[src/tlc_pkg.sv]
// Package for the traffic light controller.
// Holds the beat and configuration types, register indexes and reset values.
// No dependencies.
package tlc_pkg;

  localparam int unsigned CfgWidth = 16;
  localparam int unsigned CfgIndexWidth = 3;

  localparam logic [CfgIndexWidth-1:0] CFG_GREEN_TICKS   = 3'd0;
  localparam logic [CfgIndexWidth-1:0] CFG_YELLOW_TICKS  = 3'd1;
  localparam logic [CfgIndexWidth-1:0] CFG_RED_TICKS     = 3'd2;
  localparam logic [CfgIndexWidth-1:0] CFG_BLINK_TICKS   = 3'd3;
  localparam logic [CfgIndexWidth-1:0] CFG_PRE_RED_TICKS = 3'd4;

  localparam logic [CfgWidth-1:0] GreenTicksReset  = 16'd700;
  localparam logic [CfgWidth-1:0] YellowTicksReset = 16'd800;
  localparam logic [CfgWidth-1:0] RedTicksReset    = 16'd1000;
  localparam logic [CfgWidth-1:0] BlinkTicksReset  = 16'd50;
  localparam logic [CfgWidth-1:0] PreRedTicksReset = 16'd200;

  typedef struct packed {
    logic mode_button;
    logic red_button;
    logic yellow_button;
    logic green_button;
  } in_t;

  typedef struct packed {
    logic red_lamp;
    logic yellow_lamp;
    logic green_lamp;
    logic in_manual;
  } out_t;

  typedef struct packed {
    logic [CfgWidth-1:0] green_ticks;
    logic [CfgWidth-1:0] yellow_ticks;
    logic [CfgWidth-1:0] red_ticks;
    logic [CfgWidth-1:0] blink_ticks;
    logic [CfgWidth-1:0] pre_red_ticks;
  } cfg_t;

endpackage

[src/tlc_core.sv]
// Phase state and lamp logic of the traffic light controller, one tick per step.
// Depends on tlc_pkg for the beat and configuration types.
module tlc_core #(
  parameter int unsigned COUNT_WIDTH = 16
) (
  input  logic         clk_i,
  input  logic         rst_ni,
  input  logic         step_i,
  input  tlc_pkg::in_t  tick_i,
  input  tlc_pkg::cfg_t cfg_i,
  output tlc_pkg::out_t res_o
);

  localparam int unsigned CmpWidth =
      (COUNT_WIDTH > tlc_pkg::CfgWidth) ? COUNT_WIDTH : tlc_pkg::CfgWidth;

  localparam logic [1:0] AP_GREEN  = 2'd0;
  localparam logic [1:0] AP_YELLOW = 2'd1;
  localparam logic [1:0] AP_RED    = 2'd2;

  localparam logic [2:0] MP_OFF     = 3'd0;
  localparam logic [2:0] MP_RED     = 3'd1;
  localparam logic [2:0] MP_YELLOW  = 3'd2;
  localparam logic [2:0] MP_BLINK   = 3'd3;
  localparam logic [2:0] MP_PRE_RED = 3'd4;
  localparam logic [2:0] MP_GREEN   = 3'd5;

  localparam int unsigned LampRed = 0;
  localparam int unsigned LampYel = 1;
  localparam int unsigned LampGrn = 2;

  logic                   manual_q, manual_d;
  logic [3:0]             prev_q, prev_d;
  logic [1:0]             aphase_q, aphase_d;
  logic [2:0]             mphase_q, mphase_d;
  logic [COUNT_WIDTH-1:0] phase_cnt_q, phase_cnt_d;
  logic [COUNT_WIDTH-1:0] ablink_cnt_q, ablink_cnt_d;
  logic [COUNT_WIDTH-1:0] mblink_cnt_q, mblink_cnt_d;
  logic [COUNT_WIDTH-1:0] prered_cnt_q, prered_cnt_d;
  logic [1:0]             blink_q, blink_d;
  logic [2:0]             lamps_q, lamps_d;

  function automatic logic [COUNT_WIDTH-1:0] sat_inc(input logic [COUNT_WIDTH-1:0] v);
    sat_inc = (v == {COUNT_WIDTH{1'b1}}) ? v : v + 1'b1;
  endfunction

  function automatic logic expired(input logic [COUNT_WIDTH-1:0] cnt,
                                   input logic [tlc_pkg::CfgWidth-1:0] lim);
    expired = CmpWidth'(cnt) >= CmpWidth'(lim);
  endfunction

  always_comb begin
    logic [3:0]             buttons;
    logic [3:0]             edges;
    logic [COUNT_WIDTH-1:0] pc, abc, mbc, prc;

    buttons = {tick_i.green_button, tick_i.yellow_button, tick_i.red_button,
               tick_i.mode_button};
    edges = buttons & ~prev_q;
    manual_d = manual_q;
    prev_d = {prev_q[3:1], buttons[0]};
    aphase_d = aphase_q;
    mphase_d = mphase_q;
    blink_d = blink_q;
    lamps_d = lamps_q;
    pc = phase_cnt_q;
    abc = ablink_cnt_q;
    mbc = mblink_cnt_q;
    prc = prered_cnt_q;

    if (edges[0]) begin
      manual_d = ~manual_q;
      lamps_d = '0;
      if (!manual_q) begin
        mphase_d = MP_OFF;
      end else begin
        aphase_d = AP_GREEN;
        pc = '0;
      end
    end

    if (manual_d) begin
      if (edges[1]) begin
        if (mphase_d == MP_RED) begin
          mphase_d = MP_OFF;
        end else begin
          mphase_d = MP_PRE_RED;
          mbc = '0;
          prc = '0;
          blink_d[1] = 1'b1;
        end
      end
      if (edges[2]) begin
        if (mphase_d == MP_YELLOW || mphase_d == MP_BLINK) begin
          mphase_d = MP_OFF;
        end else begin
          mphase_d = MP_BLINK;
          mbc = '0;
          blink_d[1] = 1'b1;
        end
      end
      if (edges[3]) begin
        mphase_d = (mphase_d == MP_GREEN) ? MP_OFF : MP_GREEN;
      end
      unique case (mphase_d)
        MP_RED:    lamps_d = 3'b001;
        MP_YELLOW: lamps_d = 3'b010;
        MP_GREEN:  lamps_d = 3'b100;
        MP_BLINK, MP_PRE_RED: begin
          if (expired(mbc, cfg_i.blink_ticks)) begin
            mbc = '0;
            blink_d[1] = ~blink_d[1];
          end
          lamps_d = {1'b0, blink_d[1], 1'b0};
          if (mphase_d == MP_PRE_RED && expired(prc, cfg_i.pre_red_ticks)) begin
            mphase_d = MP_RED;
          end
        end
        default:   lamps_d = '0;
      endcase
      prev_d[3:1] = buttons[3:1];
    end else begin
      unique case (aphase_d)
        AP_YELLOW: begin
          if (expired(abc, cfg_i.blink_ticks)) begin
            abc = '0;
            blink_d[0] = ~blink_d[0];
            lamps_d[LampYel] = blink_d[0];
          end
          if (expired(pc, cfg_i.yellow_ticks)) begin
            lamps_d[LampYel] = 1'b0;
            aphase_d = AP_RED;
            pc = '0;
          end
        end
        AP_RED: begin
          lamps_d[LampRed] = 1'b1;
          if (expired(pc, cfg_i.red_ticks)) begin
            lamps_d[LampRed] = 1'b0;
            aphase_d = AP_GREEN;
            pc = '0;
          end
        end
        default: begin
          lamps_d[LampGrn] = 1'b1;
          if (expired(pc, cfg_i.green_ticks)) begin
            lamps_d[LampGrn] = 1'b0;
            aphase_d = AP_YELLOW;
            pc = '0;
          end
        end
      endcase
    end

    phase_cnt_d = sat_inc(pc);
    ablink_cnt_d = sat_inc(abc);
    mblink_cnt_d = sat_inc(mbc);
    prered_cnt_d = sat_inc(prc);
  end

  always_ff @(posedge clk_i or negedge rst_ni) begin
    if (!rst_ni) begin
      manual_q <= 1'b0;
      prev_q <= '0;
      aphase_q <= AP_GREEN;
      mphase_q <= MP_OFF;
      phase_cnt_q <= '0;
      ablink_cnt_q <= '0;
      mblink_cnt_q <= '0;
      prered_cnt_q <= '0;
      blink_q <= '0;
      lamps_q <= '0;
    end else if (step_i) begin
      manual_q <= manual_d;
      prev_q <= prev_d;
      aphase_q <= aphase_d;
      mphase_q <= mphase_d;
      phase_cnt_q <= phase_cnt_d;
      ablink_cnt_q <= ablink_cnt_d;
      mblink_cnt_q <= mblink_cnt_d;
      prered_cnt_q <= prered_cnt_d;
      blink_q <= blink_d;
      lamps_q <= lamps_d;
    end
  end

  assign res_o.red_lamp = lamps_d[LampRed];
  assign res_o.yellow_lamp = lamps_d[LampYel];
  assign res_o.green_lamp = lamps_d[LampGrn];
  assign res_o.in_manual = manual_d;

endmodule

[src/traffic_light_controller.sv]
// Traffic light controller top level: configuration registers and output buffer.
// A result beat is registered into the output buffer when its tick beat is accepted.
// Throughput: one tick beat per cycle unless the two-entry output buffer is full; it
// keeps input open while one result waits. Reset clears all phase state, counters and
// lamps, and loads the configuration registers with their default durations.
// Depends on tlc_pkg and tlc_core.
module traffic_light_controller #(
  parameter int unsigned COUNT_WIDTH = 16
) (
  input  logic                                clk_i,
  input  logic                                rst_ni,
  input  logic                                in_valid_i,
  output logic                                in_ready_o,
  input  tlc_pkg::in_t                        in_data_i,
  output logic                                out_valid_o,
  input  logic                                out_ready_i,
  output tlc_pkg::out_t                       out_data_o,
  input  logic                                cfg_valid_i,
  output logic                                cfg_ready_o,
  input  logic [tlc_pkg::CfgIndexWidth-1:0]   cfg_index_i,
  input  logic [tlc_pkg::CfgWidth-1:0]        cfg_data_i
);

  tlc_pkg::cfg_t cfg_q;
  tlc_pkg::out_t res;
  tlc_pkg::out_t head_q, skid_q;
  logic          head_vld_q, skid_vld_q;
  logic          in_acc, out_pop;

  assign cfg_ready_o = 1'b1;
  assign in_ready_o = ~skid_vld_q;
  assign in_acc = in_valid_i & in_ready_o;
  assign out_pop = head_vld_q & out_ready_i;

  always_ff @(posedge clk_i or negedge rst_ni) begin
    if (!rst_ni) begin
      cfg_q.green_ticks <= tlc_pkg::GreenTicksReset;
      cfg_q.yellow_ticks <= tlc_pkg::YellowTicksReset;
      cfg_q.red_ticks <= tlc_pkg::RedTicksReset;
      cfg_q.blink_ticks <= tlc_pkg::BlinkTicksReset;
      cfg_q.pre_red_ticks <= tlc_pkg::PreRedTicksReset;
    end else if (cfg_valid_i) begin
      unique case (cfg_index_i)
        tlc_pkg::CFG_GREEN_TICKS:   cfg_q.green_ticks <= cfg_data_i;
        tlc_pkg::CFG_YELLOW_TICKS:  cfg_q.yellow_ticks <= cfg_data_i;
        tlc_pkg::CFG_RED_TICKS:     cfg_q.red_ticks <= cfg_data_i;
        tlc_pkg::CFG_BLINK_TICKS:   cfg_q.blink_ticks <= cfg_data_i;
        tlc_pkg::CFG_PRE_RED_TICKS: cfg_q.pre_red_ticks <= cfg_data_i;
        default: ;
      endcase
    end
  end

  tlc_core #(
    .COUNT_WIDTH(COUNT_WIDTH)
  ) u_core (
    .clk_i (clk_i),
    .rst_ni(rst_ni),
    .step_i(in_acc),
    .tick_i(in_data_i),
    .cfg_i (cfg_q),
    .res_o (res)
  );

  // Valid flags of the two-entry output buffer.
  always_ff @(posedge clk_i or negedge rst_ni) begin
    if (!rst_ni) begin
      head_vld_q <= 1'b0;
      skid_vld_q <= 1'b0;
    end else if (out_pop) begin
      head_vld_q <= skid_vld_q | in_acc;
      skid_vld_q <= skid_vld_q & in_acc;
    end else if (head_vld_q) begin
      skid_vld_q <= skid_vld_q | in_acc;
    end else begin
      head_vld_q <= in_acc;
    end
  end

  always_ff @(posedge clk_i) begin
    if (out_pop) begin
      if (skid_vld_q) begin
        head_q <= skid_q;
        skid_q <= res;
      end else begin
        head_q <= res;
      end
    end else if (head_vld_q) begin
      if (in_acc) begin
        skid_q <= res;
      end
    end else if (in_acc) begin
      head_q <= res;
    end
  end

  assign out_valid_o = head_vld_q;
  assign out_data_o = head_q;

endmodule

[config.mk]
export PLATFORM = sky130hd
export DESIGN_NAME = traffic_light_controller
export DESIGN_NICKNAME = d
export VERILOG_FILES = /design/src/tlc_pkg.sv /design/src/tlc_core.sv /design/src/traffic_light_controller.sv
export SDC_FILE = /design/constraint.sdc
export NUM_CORES = 1
export LEC_CHECK = 0
export BUFFER_PORTS_ARGS = -buffer_cell sky130_fd_sc_hd__buf_4
export CORE_MARGIN = 2
export CORE_UTILIZATION = 50
export DETAILED_ROUTE_END_ITERATION = 12
export MAX_ROUTING_LAYER = met4
export PLACE_DENSITY_LB_ADDON = 0.2
export SYNTH_ARGS = -nofsm -noshare
export SYNTH_HDL_FRONTEND = slang
export SYNTH_HIERARCHICAL = 1
export SYNTH_SLANG_ARGS = --single-unit
[constraint.sdc]
create_clock -name clk_i -period 4.5 [get_ports clk_i]
set_input_delay 0.45 -clock clk_i [delete_from_list [all_inputs] [get_ports clk_i]]
set_output_delay 0.45 -clock clk_i [all_outputs]
set_load 0.01 [all_outputs]
==> impl_metrics.json, run 1 <==
{
  "outcome": "finished clean",
  "grt_overflow": 0,
  "cts-root-buf": "clkbuf_16",
  "period_needed_ns": 4.21,
  "grt_pass1_wl_mm": 44.5,
  "p_seq_share_pct": 34.1,
  "pwr-share-clk_pct": 21.7,
  "slew_headroom_pct": 25.6,
  "switching_share_pct": 39.0,
  "antenna_found_initial": 0,
  "clk-insertion-delay-late_ns": 0.43,
  "min_path_type": "in -> async",
  "dpl_cell_area_sq_um": 11900,
  "maxCapViolations": 0,
  "h-tree-depth": 4,
  "dieWidth_um": 153,
  "max_freq_ghz": 0.238,
  "grt_max_degree": 85,
  "synth_area_leaders": "dfrtp_1 (32%), ha_1 (12%), mux2_2 (9.6%), dfstp_2 (5.0%), inv_1 (3.4%)",
  "yosysTopAreaCellShare_pct": 31.6,
  "cts_num_sinks": 169,
  "crit_fanout": 8,
  "start_util_pct": 50.9,
  "rsz0062_at_grt": "false",
  "leakagePower_nw": 5.89,
  "diodes": 0,
  "ys_async_sr_fraction_pct": 95.3,
  "die_h_um": 153,
  "holdWs_ns": 0.0498,
  "synth-seq-cells": 169,
  "final_cell_area_sq_um": 12500,
  "drc": 0,
  "post_drt_wl_per_cell_um": 18.3,
  "ctsLongestPathBuffers": 2,
  "place_ws_ns": -0.00629,
  "fin_ws_ns": 0.292,
  "p_per_area_nw_per_um2": 524,
  "gp_congestion": 0.872,
  "finalClockSkew_ns": 0.0111,
  "yosysTopAreaCell": "dfrtp_1",
  "dp.cells": 1462,
  "pwr-share-comb_pct": 44.2,
  "p_switching_mw": 2.56,
  "synth.avg_cell_area_sq_um": 9.78,
  "drv_slew": 0,
  "path_cells": "nand2b_1, a2bb2oi_2, o32ai_4, and2_1, ha_1, nor4_1, nor3_1, a211o_1, a2111oi_4, o21ai_2, nand2_2, and2_4, ha_4, nand3_2, or4_4, and4_1, nand3_1, a21boi_1, o21ai_1, o31ai_1",
  "drive_above_1_share_pct": 22.7,
  "cts_tree": "yes",
  "required_ns": 4.84,
  "portBuffers": 33,
  "drtAntennaViolNets": 0,
  "synth_seq_area_share_pct": 38.8,
  "cp_top_family": "simple AND/OR/NAND/NOR gates",
  "cts_buffers": 17,
  "syn-num-nets": 1263,
  "crit_buf_inv": 0,
  "p_int_mw": 4.01,
  "vias_per_cell": 5.88,
  "drtPass1Iterations": 6,
  "final_cell_mix": "dfrtp_1 (139), ha_1 (102), inv_1 (100)",
  "critPathKind": "reg -> reg",
  "wirelength_mm": 27.4,
  "syn_area_sq_um": 11100,
  "setup_tns_ns": 0,
  "ys_warn_count": 6,
  "core_area_sq_um": 21800,
  "synthesis.instances": 1132,
  "syn2layout_area_growth_pct": 13.2,
  "grt_pass1_vias": 8550,
  "stdcell_count": 1494,
  "die_area_sq_um": 23400,
  "hpwl_mm": 20.3,
  "timing.final.crit_share_pct": 93.5,
  "drtIter0Drc": 677,
  "fin_nets": 1332,
  "grt_usage_pct": 24.4,
  "synth_ff_type": "dfrtp_1",
  "critical_path.endpoint_type": "flip-flop",
  "arrival_ns": 4.54,
  "io_pins": 35,
  "critPathSlowestCell": "or4_4",
  "slowest_delay_ns": 0.45,
  "synth-edff-count": 8,
  "synth.distinct_cells": 87,
  "cp-start-kind": "flip-flop",
  "finalHoldViolations": 0,
  "worst_slew_pin_slew_ns": 1.11,
  "fp-row-count": 54,
  "final_common_cell": "dfrtp_1",
  "vias": 8785,
  "path_clk_slew_ns": 0.07,
  "max-vdd-ir-drop_v": 0.000242,
  "setup_viol": 0
}
-- routing by layer --
layer / vias to the layer above / share of wire (%) / GRT usage [%] / wire, um
met3: 41 / 4.1 / 3.94 / 1140
li1: 4238 / - / - / -
met5: - / 0 / - / 0
met1: 4315 / 45 / 31.7 / 12300
met2: 191 / 49 / 39.4 / 13300
met4: 0 / 2.1 / 7.50 / 569
-- registers in the layout, indices dropped and copies added, names as in the netlist, 4 cells and up --
signal               cells
cfg_q                   80
u_core/ablink_cnt_q     16
u_core/mblink_cnt_q     16
u_core/phase_cnt_q      16
u_core/prered_cnt_q     16
out_data_o               4
skid_q                   4
u_core/prev_q            4
-- layout make-up --
cell class,count,area [sq um]
clock buffer,19,464
clock inverter,13,105
fill,1948,9230
inverter,100,375
multi-input combinational,821,6230
sequential,169,4300
tap,280,350
timing repair buffer,92,707
-- through the flow --
stage	power [mW]	util, %
2_1_floorplan	4.11	-
3_3_place_gp	5.06	54.9
3_5_place_dp	5.12	54.9
4_1_cts	6.57	57.5
5_1_grt	7.04	57.6
6_report	6.57	57.6
-- synthesized netlist by cell type, drive strengths merged (14+ instances only) --
cell type	number
dfrtp	140
nand3	31
nor2	56
a21o	16
dfstp	21
a21oi	50
o21ai	74
o31ai	17
a31oi	15
buf	15
nand2b	14
nor3	18
and3	21
nor2b	18
mux2	95
clkbuf	27
ha	103
nand2	80
inv	100
and2	53
nand4	20
-- path summary, 6_finish.rpt --
path / depth (start not counted) / slack, ns / from / endpoint
worst max-delay path: 20 / 0.29 / u_core/mphase_q[1] / u_core/mblink_cnt_q[10]
worst min-delay path: 1 / 0.05 / rst_ni / cfg_q[22]
worst max register to register: 20 / 0.29 / u_core/mphase_q[1] / u_core/mblink_cnt_q[10]
worst min register to register: 1 / 0.48 / u_core/blink_q[0] / u_core/blink_q[0]
max in group asynchronous: 2 / 3.36 / rst_ni / u_core/mphase_q[0]
min in group clk_i: 2 / 0.23 / out_ready_i / skid_vld_q
-- what timing repair did --
action                                  in CTS  in global routing
setup buffers                                0                  0
resized for setup                            0                  4
endpoints found under the hold margin        0                  0
endpoints found under the setup margin       0                  9
hold buffers                                 0                  0
-- cells by family after synthesis --
family / Yosys count / share of synthesized area (%)
simple gates: 353 / 17.4
compound gates: 259 / 16.0
flops: 169 / 38.8
buf+inv: 142 / 5.51
fa+ha+maj: 103 / 11.6
mux: 101 / 10.2
xor+xnor: 4 / 0.384
other cells: 1 / 0.0339
-- power by group through the flow --
stage          clock network, mW  registers (mW)  logic [mW]
6_report                    1.42            2.24        2.91
4_1_cts                     1.46            2.24        2.88
3_5_place_dp                   0            2.26        2.86
3_3_place_gp                   0            2.25        2.81
5_1_grt                     1.52            2.29        3.23
2_1_floorplan                  0            2.17        1.94
No activity file was read; power rests on OpenSTA's default activity.
==> run 2: changes to the inputs <==
PLACE_DENSITY_LB_ADDON = 0.25   (was 0.2)
==> impl_metrics.json, run 2 (synthesis results as in run 1) <==
{
  "critPathSlowestCell": "or4_4",
  "cts-root-buf": "clkbuf_16",
  "period_needed_ns": 4.30,
  "gp_congestion": 0.904,
  "path_cells": "buf_4, nor3b_4, o32ai_4, buf_4, and2_1, ha_1, nor4_2, nor3_1, a211o_1, a2111oi_4, o21ai_2, nand2_2, and2_4, ha_4, nand3_2, or4_4, and4_1, nand3_1, a21boi_2, o21ai_1, o31ai_1",
  "vias": 8825,
  "drv_slew": 0,
  "p_per_area_nw_per_um2": 528,
  "p_int_mw": 4.06,
  "maxCapViolations": 0,
  "core_area_sq_um": 21800,
  "top_register": "cfg_q",
  "vias_per_cell": 5.91,
  "cts_tree": "yes",
  "crit_fanout": 5,
  "ctsLongestPathBuffers": 2,
  "required_ns": 4.84,
  "drc": 0,
  "slew_headroom_pct": 24.0,
  "hpwl_mm": 19.9,
  "timing.final.crit_share_pct": 95.5,
  "cp_common_cell": "buf_4",
  "portBuffers": 33,
  "cp_top_family": "simple AND/OR/NAND/NOR gates",
  "drive_above_1_share_pct": 22.9,
  "drtIter0Drc": 683,
  "clk-insertion-delay-late_ns": 0.43,
  "arrival_ns": 4.64,
  "drtPass1Iterations": 6,
  "worst-r2r-setup-slack_ns": 0.20,
  "reg2reg_to": "u_core/mblink_cnt_q[10]",
  "grt_max_degree": 87,
  "h-tree-depth": 4,
  "rr_worst_depth": 21,
  "io_pins": 35,
  "pwr-share-comb_pct": 44.3,
  "final_common_cell": "dfrtp_1",
  "dieWidth_um": 153,
  "diodes": 0,
  "leakagePower_nw": 5.89,
  "use_met3_pct": 3.35,
  "fin_ws_ns": 0.202,
  "fin_nets": 1330,
  "met2_usage_pct": 39.4,
  "final_cell_mix": "dfrtp_1 (140), ha_1 (101), inv_1 (100)",
  "fp-row-count": 54,
  "die_h_um": 153,
  "crit_buf_inv": 2,
  "critPathKind": "reg -> reg",
  "cts_buffers": 17,
  "grt_pass1_vias": 8584,
  "path_clk_slew_ns": 0.07,
  "largest_reg_flops": 80,
  "critical_path.endpoint_type": "flip-flop",
  "place_ws_ns": -0.0514,
  "max-vdd-ir-drop_v": 0.000266,
  "timing.rr.start": "u_core/prev_q[0]",
  "syn2layout_area_growth_pct": 13.4,
  "pwr-share-clk_pct": 22.1,
  "grt_usage_pct": 24.2,
  "wirelength_mm": 27.0,
  "drtAntennaViolNets": 0,
  "p_total_mw": 6.62,
  "min_path_type": "in -> async",
  "cts_num_sinks": 169,
  "switching_share_pct": 38.7,
  "antenna_found_initial": 0,
  "hold_buffers": 0,
  "max_freq_ghz": 0.233,
  "cp-start-kind": "flip-flop",
  "use_met1_pct": 31.7,
  "outcome": "finished clean",
  "die_area_sq_um": 23400,
  "grt_pass1_wl_mm": 44.3,
  "grt_overflow": 0,
  "slowest_delay_ns": 0.46,
  "finalClockSkew_ns": 0.0103,
  "busiest_layer": "met2",
  "p_seq_share_pct": 33.6,
  "worst_slew_pin_slew_ns": 1.13,
  "post_drt_wl_per_cell_um": 18.1,
  "setup_viol": 0,
  "start_util_pct": 50.9,
  "p_switching_mw": 2.56,
  "finalHoldViolations": 0
}
-- run 2: changes by cell type in the layout (fill, tap and decap cells not counted), sizes merged --
| cell | before | now |
|---|---|---|
| clkinv | 3 | 4 |
| buf | 92 | 90 |
| clkinvlp | 4 | 3 |
| bufinv | 0 | 1 |
| clkbuf | 19 | 18 |
-- run 2: power by group through the flow --
stage | registers [mW] | logic (mW) | clock network, mW
global route | 2.28 | 3.25 | 1.56
finish | 2.23 | 2.93 | 1.46
global placement | 2.24 | 2.81 | 0
CTS | 2.23 | 2.90 | 1.50
detailed placement | 2.25 | 2.87 | 0
floorplan | 2.17 | 1.94 | 0
-- run 2: repair_timing --
item / 4_1_cts / 5_1_grt
setup buffers: 0 / 1
endpoints found under the setup margin: 0 / 14
gates resized for setup: 0 / 10
-- run 2: worst reg2reg max path: cells and delay by family (launching register included) --
kind	cells	cell delay, ns
buffers and inverters	2	0.33
AND/OR/NAND/NOR	10	1.84
flip-flops	1	0.39
adder cells (fa/ha/maj)	2	0.41
AO/OA/AOI/OAI	7	1.26
-- run 2: how the worst max path moves through the flow --
stage | depth (start not counted) | endpoint | startpoint | slack [ns]
global route | 21 | u_core/mblink_cnt_q[10] | u_core/prev_q[0] | -0.007
floorplan | 23 | u_core/mblink_cnt_q[10] | in_data_i[1] | -0.11
finish | 21 | u_core/mblink_cnt_q[10] | u_core/prev_q[0] | 0.20
global placement | 23 | u_core/mblink_cnt_q[10] | in_data_i[1] | 0.05
detailed placement | 22 | u_core/mblink_cnt_q[10] | in_data_i[1] | -0.05
CTS | 21 | u_core/mblink_cnt_q[10] | u_core/prev_q[2] | 0.12
-- run 2: area by class of cell --
type | count | area, sq um
Clock buffer | 18 | 450
Clock inverter | 14 | 135
Fill cell | 1884 | 9200
Inverter | 100 | 375
Multi-Input combinational cell | 821 | 6250
Sequential cell | 169 | 4300
Tap cell | 280 | 350
Timing Repair Buffer | 90 | 692
-- run 2: routing by layer --
layer	share of wire, %	up-vias
li1	-	4246
met1	46	4337
met2	49	207
met3	3.8	35
met4	1.7	0
met5	0	-
-- run 2: metrics by stage --
| stage | hold slack, ns | instances | TNS (ns) | util (%) | instance area [sq um] |
|---|---|---|---|---|---|
| finish | 0.0738 | 1492 | 0 | 57.7 | 12600 |
| global route | 0.144 | 1492 | -0.00655 | 57.7 | 12600 |
| CTS | 0.107 | 1491 | 0 | 57.5 | 12500 |
| detailed placement | 0.480 | 1459 | -0.0514 | 54.8 | 11900 |
| global placement | 0.465 | 1459 | 0 | 54.8 | 11900 |
| floorplan | 0.154 | 1132 | -0.230 | - | 11100 |
